### config.mk
export PLATFORM = sky130hd
export DESIGN_NAME = msb_first_bit_field_packer_unit
export DESIGN_NICKNAME = d
export VERILOG_FILES = /design/src/design/mfbp_pkg.sv /design/src/design/mfbp_packer.sv /design/src/design/msb_first_bit_field_packer_unit.sv
export VERILOG_INCLUDE_DIRS = /design/src /design/src/design
export SDC_FILE = /design/constraint.sdc
export NUM_CORES = 1
export LEC_CHECK = 0
export BUFFER_PORTS_ARGS = -buffer_cell sky130_fd_sc_hd__buf_2
export CAP_MARGIN = 20
export CORE_UTILIZATION = 30
export CTS_BUF_LIST = sky130_fd_sc_hd__clkbuf_8
export CTS_CLUSTER_SIZE = 8
export DETAILED_ROUTE_END_ITERATION = 8
export SLEW_MARGIN = 0
export SYNTH_ARGS = -nofsm -noshare
export SYNTH_HDL_FRONTEND = slang
export SYNTH_SLANG_ARGS = --single-unit
### constraint.sdc
create_clock -name i_clk -period 5.3 [get_ports i_clk]
set_input_delay 0.53 -clock i_clk [delete_from_list [all_inputs] [get_ports i_clk]]
set_output_delay 0.53 -clock i_clk [all_outputs]
set_load 0.01 [all_outputs]
### src/design/msb_first_bit_field_packer_unit_macros.svh
// Assertion macros for the MSB-first bit field packer.
`ifndef MSB_FIRST_BIT_FIELD_PACKER_UNIT_MACROS_SVH
`define MSB_FIRST_BIT_FIELD_PACKER_UNIT_MACROS_SVH

// Same-cycle implication, disabled while reset is low.
`define MFBP_ASSERT_NOW(label, ante, cons, msg) \
    label: assert property (@(posedge i_clk) disable iff (!i_rst_n) \
        (ante) |-> (cons)) else $error(msg);

// Next-cycle implication, disabled while reset is low.
`define MFBP_ASSERT_NEXT(label, ante, cons, msg) \
    label: assert property (@(posedge i_clk) disable iff (!i_rst_n) \
        (ante) |=> (cons)) else $error(msg);

`endif

### src/design/mfbp_pkg.sv
// Shared types and constants for the MSB-first bit field packer.
package mfbp_pkg;

    localparam int MAX_FIELD_BITS_DEF = 32;
    localparam int MODE_W             = 2;
    localparam int WIDTH_W            = 6;
    localparam int VALUE_W            = 32;
    localparam int BYTE_W             = 8;
    localparam int BPOS_W             = 3;
    localparam int IN_DATA_W          = 40;

    typedef enum logic [MODE_W-1:0] {
        MODE_UNSIGNED = 2'd0,
        MODE_SIGNED   = 2'd1,
        MODE_FLUSH    = 2'd2
    } t_mode;

    typedef struct packed {
        logic [BPOS_W-1:0] bit_pos;
        logic [BYTE_W-1:0] partial;
    } t_pack_state;

endpackage

### src/design/mfbp_packer.sv
// Combinational field merge: partial byte plus one field into completed bytes.
module mfbp_packer #(
    parameter int MAX_FIELD_BITS = mfbp_pkg::MAX_FIELD_BITS_DEF,
    localparam int LIMIT = (MAX_FIELD_BITS < mfbp_pkg::VALUE_W) ?
                           MAX_FIELD_BITS : mfbp_pkg::VALUE_W,
    localparam int NB    = (LIMIT + 7) / 8,
    localparam int CNT_W = $clog2(NB + 1)
) (
    input  mfbp_pkg::t_mode                          i_mode,
    input  logic [mfbp_pkg::WIDTH_W-1:0]             i_width,
    input  logic [mfbp_pkg::VALUE_W-1:0]             i_value,
    input  mfbp_pkg::t_pack_state                    i_state,
    output mfbp_pkg::t_pack_state                    o_state,
    output logic [CNT_W-1:0]                         o_count,
    output logic [NB-1:0][mfbp_pkg::BYTE_W-1:0]      o_bytes
);
    import mfbp_pkg::*;

    localparam int ACC_W = BYTE_W * (NB + 1);
    localparam int SH_W  = $clog2(ACC_W + 1);
    localparam int TOT_W = $clog2(ACC_W);

    logic [WIDTH_W-1:0]       w_sat;
    logic [VALUE_W-1:0]       masked;
    logic [ACC_W+VALUE_W-1:0] wide;
    logic [ACC_W+VALUE_W-1:0] shifted;
    logic [SH_W-1:0]          shamt;
    logic [ACC_W-1:0]         acc;
    logic [TOT_W-1:0]         total;
    logic [CNT_W-1:0]         nbytes;
    logic [BYTE_W-1:0]        next_partial;

    always_comb begin
        w_sat   = (i_width > WIDTH_W'(LIMIT)) ? WIDTH_W'(LIMIT) : i_width;
        masked  = i_value & ~({VALUE_W{1'b1}} << w_sat);
        wide    = {{ACC_W{1'b0}}, masked};
        shamt   = SH_W'(ACC_W) - SH_W'(i_state.bit_pos) - SH_W'(w_sat);
        shifted = wide << shamt;
        acc     = {i_state.partial, {(ACC_W-BYTE_W){1'b0}}} | shifted[ACC_W-1:0];
        total   = TOT_W'(i_state.bit_pos) + TOT_W'(w_sat);
        nbytes  = CNT_W'(total >> 3);
        next_partial = acc[ACC_W-1-BYTE_W*int'(nbytes) -: BYTE_W];
    end

    always_comb begin
        for (int k = 0; k < NB; k++) begin
            o_bytes[k] = acc[ACC_W-1-BYTE_W*k -: BYTE_W];
        end
        o_state = i_state;
        o_count = '0;
        case (i_mode)
            MODE_UNSIGNED, MODE_SIGNED: begin
                if (!(i_mode == MODE_SIGNED && w_sat < WIDTH_W'(2))) begin
                    o_count         = nbytes;
                    o_state.bit_pos = total[BPOS_W-1:0];
                    o_state.partial = next_partial;
                end
            end
            MODE_FLUSH: begin
                o_bytes[0] = i_state.partial;
                if (i_state.bit_pos != '0) begin
                    o_count = CNT_W'(1);
                    o_state = '0;
                end
            end
            default: begin
                o_count = '0;
            end
        endcase
    end

endmodule

### src/design/msb_first_bit_field_packer_unit.sv
// Top level of the MSB-first bit field packer: input register, merge, byte buffer.
//
// Usage:
//   s_axis carries one field request per beat: mode, width and value. Modes are
//   unsigned field, signed field (widths below 2 write nothing) and flush, which
//   pads a pending partial byte with zeros. Widths above the field limit
//   saturate. m_axis carries the completed bytes, first written bit in bit 7;
//   m_axis_tlast marks the final byte caused by a request.
// Order: an accepted request waits in the input register until the byte buffer
//   is free, is then merged into the buffer, and its first byte is valid on m_axis.
// Throughput: one request per cycle when it completes at most one byte and
//   m_axis_tready is high; a request that completes several bytes holds the byte
//   buffer until they drain through the single byte port at one byte per cycle
//   while m_axis_tready is high (up to 4 bytes for a 32-bit field).
// Reset: clears the bit position, partial byte, input valid flag and byte count.
// Stall: while m_axis_tready is low the buffer holds its bytes, one more request
//   waits in the input register, and s_axis_tready drops after that.
module msb_first_bit_field_packer_unit #(
    parameter int MAX_FIELD_BITS = mfbp_pkg::MAX_FIELD_BITS_DEF
) (
    input  logic                             i_clk,
    input  logic                             i_rst_n,
    input  logic                             s_axis_tvalid,
    output logic                             s_axis_tready,
    // [1:0] mode, [7:2] width, [39:8] field_value
    input  logic [mfbp_pkg::IN_DATA_W-1:0]   s_axis_tdata,
    output logic                             m_axis_tvalid,
    input  logic                             m_axis_tready,
    // [7:0] out_byte
    output logic [mfbp_pkg::BYTE_W-1:0]      m_axis_tdata,
    output logic                             m_axis_tlast
);
    import mfbp_pkg::*;

    `include "msb_first_bit_field_packer_unit_macros.svh"

    localparam int LIMIT = (MAX_FIELD_BITS < VALUE_W) ? MAX_FIELD_BITS : VALUE_W;
    localparam int NB    = (LIMIT + 7) / 8;
    localparam int CNT_W = $clog2(NB + 1);

    logic                     r_in_valid;
    t_mode                    r_in_mode;
    logic [WIDTH_W-1:0]       r_in_width;
    logic [VALUE_W-1:0]       r_in_value;
    t_pack_state              r_state;
    logic [NB-1:0][BYTE_W-1:0] r_buf;
    logic [CNT_W-1:0]         r_rem;

    t_pack_state              n_state;
    logic [CNT_W-1:0]         n_count;
    logic [NB-1:0][BYTE_W-1:0] n_bytes;

    logic in_fire;
    logic out_fire;
    logic buf_free;
    logic load;

    mfbp_packer #(
        .MAX_FIELD_BITS(MAX_FIELD_BITS)
    ) u_packer (
        .i_mode  (r_in_mode),
        .i_width (r_in_width),
        .i_value (r_in_value),
        .i_state (r_state),
        .o_state (n_state),
        .o_count (n_count),
        .o_bytes (n_bytes)
    );

    assign m_axis_tvalid = (r_rem != '0);
    assign m_axis_tdata  = r_buf[0];
    assign m_axis_tlast  = (r_rem == CNT_W'(1));
    assign out_fire      = m_axis_tvalid && m_axis_tready;
    assign buf_free      = (r_rem == '0) || (r_rem == CNT_W'(1) && out_fire);
    assign load          = r_in_valid && buf_free;
    assign s_axis_tready = !r_in_valid || load;
    assign in_fire       = s_axis_tvalid && s_axis_tready;

    always_ff @(posedge i_clk) begin
        if (!i_rst_n) begin
            r_in_valid <= 1'b0;
            r_state    <= '0;
            r_rem      <= '0;
        end else begin
            if (in_fire) begin
                r_in_valid <= 1'b1;
            end else if (load) begin
                r_in_valid <= 1'b0;
            end
            if (load) begin
                r_state <= n_state;
                r_rem   <= n_count;
            end else if (out_fire) begin
                r_rem   <= r_rem - CNT_W'(1);
            end
        end
    end

    always_ff @(posedge i_clk) begin
        if (in_fire) begin
            r_in_mode  <= t_mode'(s_axis_tdata[MODE_W-1:0]);
            r_in_width <= s_axis_tdata[MODE_W +: WIDTH_W];
            r_in_value <= s_axis_tdata[MODE_W+WIDTH_W +: VALUE_W];
        end
        if (load) begin
            r_buf <= n_bytes;
        end else if (out_fire) begin
            r_buf <= r_buf >> BYTE_W;
        end
    end

    `MFBP_ASSERT_NOW(a_rem_bound, 1'b1, r_rem <= CNT_W'(NB), "byte count exceeds buffer")
    `MFBP_ASSERT_NOW(a_partial_clean, r_state.bit_pos == '0, r_state.partial == '0, "stale partial bits")
    `MFBP_ASSERT_NEXT(a_drain_cont, out_fire && r_rem > CNT_W'(1), m_axis_tvalid, "burst broken")
    `MFBP_ASSERT_NEXT(a_in_hold, r_in_valid && !load, r_in_valid && $stable(r_in_value), "request lost")

endmodule
Word-level counts from Yosys, hierarchy flattened
Index checks and enable logic that the tools add are counted.
Word-level totals
  input port bits: 44
  output and inout port bits: 11
  bits in registers: 87
Cells by class
  add/subtract/negate cells: 5
  eq/ne operators: 5
  mux-type cells: 14
  reduce and logical (&&, ||, !) cells: 17
  bitwise logic cells: 3
  order comparisons: 2
  shifts and indexed selects: 3
Operators by type and width (number)
  32-bit 2-to-1 mux: 2
  47-bit by 32-bit indexed part select with 8-bit output: 1
  40-bit bitwise OR: 1
  32-bit by 6-bit left shift with 40-bit output: 1
  32-bit bitwise AND: 1
  32-bit NOT: 1
  32-bit by 6-bit left shift with 32-bit output, first input constant: 1
  11-bit 2-to-1 mux: 2
  11-bit case mux with 2 select lines: 1
  3-bit 2-to-1 mux: 3
  8-bit 2-to-1 mux: 1
  6-bit by 6-bit subtractor with 7-bit output, first input constant: 1
  3-bit by 6-bit adder with 6-bit output: 1
  6-bit > comparator, second input constant: 1
  6-bit by 2-bit less-than comparator with 1-bit output, second input constant: 1
  6-bit 2-to-1 mux: 1
  3-bit case mux with 2 select lines: 1
  2-bit nonzero test: 3
  3-bit nonzero test: 2
  6-bit by 3-bit subtractor with 6-bit output, first input constant: 1
  6-bit subtractor: 1
  1-bit logical AND: 5
  4-bit AND reduction: 1
  3-bit by 1-bit equality test with 1-bit output, second input constant: 1
  other kinds (11): 14

Logic depth before layout (Yosys ltp)
Gate-level depths: netlist of the first run.
  depth in word-level cells: 10
  mapped depth: 19
  depth with buffers taken out: 16

Modules after synthesis
From an unflattened synthesis of the first run, not the netlist that was laid out.
Second synthesis, totals
  cells, all modules: 798
  area total of the unflattened synthesis: 7275.7 um2
Modules (own cells, without submodules)
  mfbp_packer: cells an instance 595, seq. area each 0.0 um2, instances 1, area each 3854.9 um2
  msb_first_bit_field_packer_unit: cells an instance 203, seq. area each 2462.4 um2, instances 1, area each 3420.8 um2

Worst setup path after synthesis of the first run
OpenSTA, ideal clock, no wires.
  kind: flip-flop to flip-flop
  start point: reg r_in_width[5]
  end point: reg r_buf, in the netlist m_axis_tdata[1] (data pin)
  required time: 5.030 ns
  path slack: 1.168 ns
  stages on the path, launching flop included: 17
  setup time: 0.270 ns
  buffers on the path: 5
  arrival time: 3.862 ns
  path through: edfxtp_1 -> buf_4 -> buf_2 -> clkbuf_1 -> nor2b_1 -> ha_1 -> inv_1 -> ha_1 -> inv_1 -> fa_1 -> xnor2_1 -> clkbuf_1 -> clkbuf_1 -> nor2_1 -> a221o_1 -> a21oi_1 -> a21oi_1
Between the ends
  cells in the longest elaborated chain, start to end: 9
  elaborated cells between the ends (all ways): 10
RTL lines
  from (decl): RTL line msb_first_bit_field_packer_unit.sv:43  | logic [WIDTH_W-1:0] r_in_width;
  from (signal assigned): RTL line msb_first_bit_field_packer_unit.sv:102  | r_in_width <= s_axis_tdata[MODE_W +: WIDTH_W];
  6-bit > comparator: RTL line mfbp_packer.sv:34  | w_sat = (i_width > WIDTH_W'(LIMIT)) ? WIDTH_W'(LIMIT) : i_width;
  6-bit 2-to-1 mux *: RTL line mfbp_packer.sv:34
  32-bit by 6-bit left shift with 32-bit output: RTL line mfbp_packer.sv:35  | masked = i_value & ~({VALUE_W{1'b1}} << w_sat);
  32-bit NOT: RTL line mfbp_packer.sv:35
  32-bit bitwise AND: RTL line mfbp_packer.sv:35
  32-bit by 6-bit left shift with 40-bit output *: RTL line mfbp_packer.sv:38  | shifted = wide << shamt;
  40-bit bitwise OR *: RTL line mfbp_packer.sv:39  | acc = {i_state.partial, {(ACC_W-BYTE_W){1'b0}}} | shifted[ACC_W-1:0];
  8-bit 2-to-1 mux *: RTL line mfbp_packer.sv:51  | case (i_mode)
  32-bit 2-to-1 mux *: RTL line msb_first_bit_field_packer_unit.sv:105  | if (load) begin
  to (signal assigned): RTL line msb_first_bit_field_packer_unit.sv:106  | r_buf <= n_bytes;
  to (signal assigned): RTL line msb_first_bit_field_packer_unit.sv:108  | r_buf <= r_buf >> BYTE_W;
  to (decl): RTL line msb_first_bit_field_packer_unit.sv:46  | logic [NB-1:0][BYTE_W-1:0] r_buf;
Every way passes the cells marked *; elsewhere a longest branch is shown, timed or not.
A chain may end at the register's enable or synchronous reset.

Worst setup path in the final report of the first run
  start point: reg r_in_width[5]
  end point: reg r_buf, in the netlist m_axis_tdata[6] (data pin)
The elaborated chain is that of the path after synthesis.

==> results of run 1 <==
[per-layer routing]
metal | global-route usage (%) | wire length, µm | vias up
met5 | 0 | 0 | -
met4 | 5.28 | 469 | 0
met3 | 3.47 | 1930 | 40
met2 | 30.6 | 10400 | 338
met1 | 30.9 | 11700 | 3237
li1 | - | - | 3194
[final timing paths]
check	end	slack (ps)	depth (start not counted)
worst min-delay path	r_in_value[26]	310	1
worst max-delay path	m_axis_tdata[6]	790	13
worst max register to register	m_axis_tdata[6]	790	13
worst min register to register	r_buf[12]	520	2
[cells by family after synthesis]
| family | count (synthesis) | synth area share, % |
|---|---|---|
| fa+ha+maj | 15 | 2.97 |
| simple gates | 296 | 19.8 |
| xor+xnor | 7 | 0.865 |
| compound gates | 280 | 27.9 |
| buf+inv | 92 | 6.09 |
| flops | 87 | 34.7 |
| mux | 42 | 7.68 |
[report_power, final]
part | internal (W) | switching (W)
Sequential | 0.000980 | 0.0000624
Combinational | 0.000750 | 0.00151
Clock | 0.000315 | 0.000263
Total | 0.00204 | 0.00183
[cells in the final DEF (no fill, tap or decap), types with 22 or more instances in the layout]
master / Yosys / layout
nand2_1: 101 / 101
edfxtp_1: 72 / 72
nor2_1: 71 / 71
buf_2: 15 / 54
o21ai_0: 51 / 51
a21oi_1: 50 / 49
nand3_1: 27 / 27
nor3_1: 24 / 24
o211ai_1: 23 / 23
inv_1: 23 / 23
buf_4: 14 / 22
[Yosys cell counts (9+ instances only)]
cell	instances
a21oi_1	50
buf_4	14
o21ai_0	51
nor3_1	24
edfxtp_1	72
dfxtp_1	15
inv_1	23
mux2i_1	15
mux2_2	19
ha_1	12
nand2_1	101
nor2_1	71
a22oi_1	10
buf_2	15
a32oi_1	13
nor2b_1	12
clkbuf_1	35
nand3_1	27
a211oi_1	12
a31oi_1	13
o31ai_1	9
o211ai_1	23
[area by class of cell]
type	instances	area share (%)
Clock buffer	9	1.57
Clock inverter	7	1.51
Inverter	24	1.15
Multi-Input combinational cell	640	53.7
Sequential cell	87	31.3
Tap cell	313	4.98
Timing Repair Buffer	77	5.79
[worst reg2reg max path: cells and delay by family (launching register included)]
| kind | cells | cell delay, ps |
|---|---|---|
| flops | 1 | 510 |
| buf+inv | 3 | 510 |
| fa+ha+maj | 3 | 1010 |
| simple gates | 2 | 410 |
| xor+xnor | 1 | 600 |
| compound gates | 4 | 1240 |
[flip-flops by register name (all words and copies together), names as in the netlist]
name          flops
r_in_value       32
r_state          11
m_axis_tdata      8
r_rem             3
r_in_valid        1
r_in_mode         2
r_buf            24
r_in_width        6
[per-stage QoR]
step | std cells | hold slack (ps) | worst slack (ps) | cell area (µm²)
3_5_place_dp | 1140 | 492 | 941 | 7620
2_1_floorplan | 819 | 463 | 1170 | 7090
5_1_grt | 1157 | 292 | 554 | 7870
3_3_place_gp | 1140 | 497 | 975 | 7620
4_1_cts | 1156 | 293 | 925 | 7860
6_report | 1157 | 311 | 790 | 7870
==> impl_metrics.tcl, run 1 <==
set metrics [dict create \
    clk_latency_ps 390 \
    critPathCaptureType "flop" \
    route.final.wire_length_um 24500 \
    status "completed" \
    layout_min_cycle_time_ps 4510 \
    die_x_um 156 \
    syn_inst 819 \
    crit-reg2reg-launch "r_in_width[5]" \
    layout-drive-gt1-share_pct 16.6 \
    gp_congestion 0.964 \
    std_cell_rows 55 \
    gr-total-overflow 0 \
    syn_area_per_cell_um2 8.66 \
    grt_pass1_vias 6332 \
    wl_per_cell_um 21.2 \
    syn-num-nets 878 \
    synth_top_cell_area_share_pct 30.5 \
    fp.dieH_um 156 \
    slew_viol_final 0 \
    clkSinkCount 87 \
    leakagePower_nw 2.82 \
    path_clk_slew_ps 90 \
    yosysWarnings 0 \
    worst_hold_path_type "in2reg" \
    cp_slowest_cell "xnor2_2" \
    drtIter0Drc 795 \
    via_count 6809 \
    die-area_um2 24300 \
    ys_async_sr_fraction_pct 0 \
    via_per_inst 5.89 \
    max_freq_mhz 222 \
    cp-startpoint "r_in_width[5]" \
    root_buffer "clkbuf_8" \
    cts_max_path_buffers 2 \
    crit_buf_inv 3 \
    total_power_w 0.00388 \
    drv_cap 0 \
    finalSetupViolCount 0 \
    nNetsFinal 898 \
    hold_start "s_axis_tdata[34]" \
    grt_antenna_before_repair 0 \
    multi_input_area_um2 4220 \
    grt_usage_pct 20.7 \
    grt_first_pass_wirelength_um 38800 \
    worstSetupPathType "reg2reg" \
    clock-skew-final_ps 17.0 \
    worstMarginPinSlew_ps 1200 \
    cp_top_family "compound AO/OA/AOI/OAI gates" \
    cp_max_fo 19 \
    arrival_ps 4650 \
    cp.required_ps 5440 \
    tns_ps 0 \
    powerDensity_nw_per_um2 493 \
    synth_ff_type "edfxtp_1" \
    maxSlewHeadroom_pct 19.7 \
    fin_crit_sh_pct 85.1 \
    max_stage_delay_ps 600 \
    syn_to_final_growth_pct 11.0 \
    portBuffers 54 \
    cts_inserted_buffers 9 \
    cts_hold_buf 0 \
    drc 0 \
    crit_path_start_kind "flop" \
    ys_types 82 \
    synth_area_leader_cell "edfxtp_1" \
    synth_edf_count 72 \
    firstDrtPassIters 6 \
    register_area_um2 2460 \
    antenna_cells 0 \
    floorplan.core_area_um2 22900 \
    grt_setup_unrepaired "false" \
    synth_area_leaders "edfxtp_1, nand2_1, dfxtp_1" \
    ioPinCount 55 \
    ant_nets 0 \
    cts_resized 0 \
    htreeDepth 3 \
    ir_worst_vdd_uv 184 \
    ys_seq_area_share_pct 34.7 \
    grt_max_degree 41 \
    start_util_pct 30.9 \
    synth_area_um2 7090 \
    fillers 2425 \
    cts_tree "built" \
    crit_chain "nor2b_1 -> ha_1 -> inv_1 -> ha_1 -> inv_1 -> fa_1 -> xnor2_2 -> buf_4 -> nor2_1 -> a221oi_1 -> a21oi_1 -> a21boi_0 -> o21ai_0" \
    post-cts-setup-buffer-count 0 \
    ys_seq_elements 87 \
    hold_violations 0 \
    dpl.hpwl_um 18400 \
    post-route-util_pct 34.3 \
]
(Power assumes the default switching activity.)
==> run 2: changes to the inputs <==
--- a/config.mk
+++ b/config.mk
@@ -8,6 +8,7 @@
 export LEC_CHECK = 0
 export BUFFER_PORTS_ARGS = -buffer_cell sky130_fd_sc_hd__buf_2
 export CAP_MARGIN = 20
+export CORE_ASPECT_RATIO = 0.5
 export CORE_UTILIZATION = 30
 export CTS_BUF_LIST = sky130_fd_sc_hd__clkbuf_8
 export CTS_CLUSTER_SIZE = 8
==> impl_metrics.tcl, run 2 (synthesis gave the netlist of run 1 again) <==
set metrics [dict create \
    fin_area_um2 7890 \
    floorplan.core_area_um2 23000 \
    start_util_pct 30.8 \
    grt_setup_unrepaired "false" \
    via_per_inst 6.15 \
    drtIter0Drc 951 \
    fin_crit_sh_pct 88.4 \
    slew_viol_final 0 \
    hold_violations 0 \
    maxSlewHeadroom_pct 26.9 \
    cts_resized 0 \
    grt_max_degree 41 \
    tns_ps 0 \
    powerDensity_nw_per_um2 501 \
    cp_max_fo 10 \
    fp.dieH_um 111 \
    fillers 2415 \
    dpl.hpwl_um 20000 \
    cts_inserted_buffers 9 \
    leakagePower_nw 2.84 \
    wl_per_cell_um 22.7 \
    ir_worst_vdd_uv 178 \
    nNetsFinal 901 \
    std_cell_rows 39 \
    arrival_ps 4840 \
    cts_tree "built" \
    finalSetupViolCount 0 \
    worstSetupPathType "reg2reg" \
    dpl_cell_area_um2 7620 \
    clock-skew-final_ps 10.3 \
    gp_congestion 1.01 \
    portBuffers 54 \
    die_x_um 219 \
    firstDrtPassIters 8 \
    largest_register "r_in_value" \
    ant_nets 0 \
    mostFrequentLayoutCell "nand2_1" \
    largest_register_ffs 32 \
    route.final.wire_length_um 26200 \
    path_clk_slew_ps 100 \
    htreeDepth 3 \
    grt_usage_pct 21.8 \
    drv_cap 0 \
    status "completed" \
    cts_max_path_buffers 2 \
    holdPathStages 1 \
    grt_antenna_before_repair 0 \
    layout-drive-gt1-share_pct 16.9 \
    final_cell_mix "nand2_1, edfxtp_1, nor2_1" \
    syn_to_final_growth_pct 11.3 \
    max_freq_mhz 213 \
    gr-total-overflow 0 \
    die-area_um2 24300 \
    via_count 7108 \
    ioPinCount 55 \
    post-cts-setup-buffer-count 0 \
    root_buffer "clkbuf_8" \
    drc 0 \
    grt_first_pass_wirelength_um 40300 \
    worst_hold_path_type "in2reg" \
    clkSinkCount 87 \
    r2r_cells 14 \
    multi_input_area_um2 4220 \
    grt_pass1_vias 6680 \
    cts_hold_buf 0 \
    register_area_um2 2460 \
    critPathCaptureType "flop" \
    worstMarginPinSlew_ps 1100 \
    cp.required_ps 5450 \
    crit_path_start_kind "flop" \
    clk_latency_ps 400 \
    largest_registers "r_in_value x32, r_buf x24, r_state x11" \
    layout_min_cycle_time_ps 4690 \
]
-- run 2: changes by cell type in the layout (fill, tap and decap cells not counted) --
cell / change
buf_4: +3
buf_12: -1
buf_16: +1
diode_2: +1
-- run 2: area by class of cell --
class,instances,area share (%)
multi-input cells,640,53.5
flip-flops and latches,87,31.2
repair buffers,80,6.15
well taps,307,4.87
clock buffers,9,1.57
clock inverters,7,1.51
inverters,24,1.14
diodes,1,0.0317
-- run 2: critical path: stages (launching register included) --
cell,delay (ps)
edfxtp_1,520
nor2b_1,270
ha_1,290
inv_1,60
ha_1,160
inv_1,60
fa_1,770
nand2b_1,540
nor2_1,200
a32oi_1,180
o21ai_0,120
a221oi_1,590
a21oi_1,270
a21boi_0,270
o21ai_0,130
-- run 2: where the power goes --
part / internal, W / switching [W]
Sequential: 0.000981 / 0.0000742
Clock: 0.000315 / 0.000274
Combinational: 0.000759 / 0.00155
-- run 2: per-stage QoR --
step	hold slack (ps)	util (%)	instances	total power, W	setup WS [ps]
4_1_cts	289	34.2	1153	0.00389	802
2_1_floorplan	463	-	819	0.00259	1170
3_3_place_gp	495	33.1	1137	0.00329	761
5_1_grt	288	34.3	1154	0.00416	373
6_report	303	34.3	1155	0.00396	614
3_5_place_dp	504	33.1	1137	0.00329	818
-- run 2: path summary, 6_finish.rpt --
check | start | end | slack [ps]
worst max-delay path | r_in_width[5] | m_axis_tdata[6] | 610
worst min-delay path | s_axis_tdata[6] | r_in_width[4] | 300
worst max register to register | r_in_width[5] | m_axis_tdata[6] | 610
worst min register to register | r_rem[0] | r_rem[0] | 520
-- run 2: per-layer routing --
metal / routed length [µm] / track usage, % / up-vias / part of all wire (%)
li1: - / - / 3207 / -
met1: 12200 / 32.4 / 3446 / 47
met2: 10800 / 30.5 / 395 / 41
met3: 2450 / 4.86 / 60 / 9.4
met4: 731 / 7.50 / 0 / 2.8
met5: 0 / 0 / - / 0
==> run 3: changes to the inputs <==
--- a/config.mk
+++ b/config.mk
@@ -6,6 +6,7 @@
 export SDC_FILE = /design/constraint.sdc
 export NUM_CORES = 1
 export LEC_CHECK = 0
+export ABC_AREA = 1
 export BUFFER_PORTS_ARGS = -buffer_cell sky130_fd_sc_hd__buf_2
 export CAP_MARGIN = 20
 export CORE_ASPECT_RATIO = 0.5
==> impl_metrics.tcl, run 3 <==
set metrics [dict create \
    ir_worst_vdd_uv 137 \
    cts_hold_buf 0 \
    holdPathStages 1 \
    cp_max_fo 17 \
    synth_area_leader_cell "edfxtp_1" \
    gr-total-overflow 0 \
    grt_setup_unrepaired "false" \
    worstSetupPathType "reg2reg" \
    nNetsFinal 993 \
    layout_min_cycle_time_ps 4920 \
    ioPinCount 55 \
    fp.dieH_um 107 \
    std_cell_rows 37 \
    critPathCaptureType "flop" \
    yosysWarnings 0 \
    fillers 2288 \
    route.final.wire_length_um 21500 \
    ys_types 48 \
    via_count 6457 \
    stdcell_count 1231 \
    via_per_inst 5.25 \
    cp_slowest_cell "fa_1" \
    floorplan.core_area_um2 21000 \
    clock-skew-final_ps 20.2 \
    root_buffer "clkbuf_8" \
    ys_seq_elements 87 \
    fin_crit_sh_pct 92.9 \
    cts_max_path_buffers 2 \
    gp_congestion 0.948 \
    start_util_pct 31.3 \
    slew_viol_final 0 \
    syn-num-nets 969 \
    maxSlewHeadroom_pct 30.7 \
    worst_hold_path_type "in2reg" \
    grt_antenna_before_repair 0 \
    ys_seq_area_share_pct 37.4 \
    max_freq_mhz 203 \
    grt_max_degree 43 \
    total_power_w 0.00391 \
    cts_resized 0 \
    largest_register "r_in_value" \
    drtIter0Drc 783 \
    crit_buf_inv 8 \
    drc 0 \
    synth_most_common_cell "nand2_1" \
    register_area_um2 2460 \
    die-area_um2 22600 \
    path_clk_slew_ps 100 \
    rrSetupSlack_ps 380 \
    ys_async_sr_fraction_pct 0 \
    largest_registers "r_in_value x32, r_buf x24, r_state x11" \
    multi_input_area_um2 3580 \
    grt_pass1_vias 6004 \
    dpl_cell_area_um2 7070 \
    crit_top_cell "inv_1" \
    syn_area_per_cell_um2 7.23 \
    synth_area_leaders "edfxtp_1, nand3_1, nand2_1" \
    max_stage_delay_ps 470 \
    cp-startpoint "r_in_width[5]" \
    status "completed" \
    clk_latency_ps 400 \
    post-cts-setup-buffer-count 0 \
    dpl.hpwl_um 16400 \
    antenna_cells 0 \
    syn_to_final_growth_pct 10.4 \
    cp_top_family "buffers and inverters" \
    worstMarginPinSlew_ps 1040 \
    largest_register_ffs 32 \
    arrival_ps 5180 \
    finalSetupViolCount 0 \
    clkSinkCount 87 \
    tns_ps 0 \
    r2r_cells 22 \
    crit_chain "buf_4 -> inv_2 -> nand2_2 -> inv_1 -> ha_1 -> inv_1 -> ha_1 -> inv_1 -> fa_1 -> o21bai_1 -> nand2_1 -> o21ai_2 -> inv_2 -> nor2_4 -> inv_2 -> nor2_4 -> inv_1 -> a211oi_1 -> nor2_1 -> nand2_1 -> a21oi_1 -> o21ai_1" \
    ys_top_cells_by_count "nand2_1, nand3_1, edfxtp_1" \
    layout-drive-gt1-share_pct 14.2 \
    ant_nets 0 \
    portBuffers 54 \
    rr_endpoint "m_axis_tdata[0]" \
    synth_top_cell_area_share_pct 32.9 \
    firstDrtPassIters 5 \
    crit_path_start_kind "flop" \
    leakagePower_nw 3.08 \
    grt_first_pass_wirelength_um 34400 \
    crit-reg2reg-launch "r_in_width[5]" \
    htreeDepth 3 \
    grt_usage_pct 19.8 \
    synth_area_um2 6580 \
    fin_area_um2 7260 \
    wl_per_cell_um 17.4 \
    cp.depth 22 \
    cts_tree "built" \
    cts_inserted_buffers 9 \
    die_x_um 211 \
    powerDensity_nw_per_um2 538 \
    endpoint "m_axis_tdata[0]" \
    syn_inst 910 \
    final_cell_mix "nand2_1, nand3_1, edfxtp_1" \
    synth_edf_count 72 \
    hold_violations 0 \
    synth_ff_type "edfxtp_1" \
    placedCellCount 1215 \
    cp.required_ps 5560 \
    drv_cap 0 \
    mostFrequentLayoutCell "nand2_1" \
]
## run 3: stage by stage
step / hold slack [ps] / worst slack [ps] / utilization (%)
final: 302 / 376 / 34.6
after global routing: 286 / 73.4 / 34.6
after CTS: 289 / 445 / 34.6
after detailed placement: 492 / 480 / 33.6
after global placement: 482 / 442 / 33.5
after floorplan: 458 / 1380 / -
## run 3: per-layer routing
| metal | GRT usage (%) | part of all wire, % |
|---|---|---|
| met1 | 30.7 | 52 |
| met2 | 28.3 | 40 |
| met3 | 2.96 | 6.8 |
| met4 | 4.40 | 1.1 |
| met5 | 0 | 0 |
## run 3: cell type report
type	count	area share, %
multi-input combinational	697	49.3
sequential	87	33.9
timing repair buffer	68	5.44
tap	292	5.03
inverter	71	3.67
clock buffer	9	1.71
clock inverter	7	0.982
## run 3: power by group
group,switching (W),total [W],leakage [nW],internal [W]
Clock,0.000272,0.000489,0.0933,0.000218
Combinational,0.00166,0.00233,2.17,0.000669
Sequential,0.0000732,0.00109,0.821,0.00101
Total,0.00200,0.00391,3.08,0.00190
## run 3: kinds of logic after synthesis
family          Yosys count  share of synthesized area (%)
xor+xnor                  6                           1.08
fa+ha+maj                15                           3.19
buf+inv                 126                           8.27
compound gates          147                           13.3
flops                    87                           37.4
simple gates            529                           36.7
## run 3: worst min-delay path by stage
stage	start	to	slack (ps)
final	s_axis_tdata[36]	r_in_value[28]	300
after global placement	r_state[2]	r_state[2]	480
after CTS	s_axis_tdata[36]	r_in_value[28]	290
after detailed placement	r_state[5]	r_state[5]	490
after floorplan	r_state[4]	r_state[4]	460
after global routing	s_axis_tdata[36]	r_in_value[28]	290
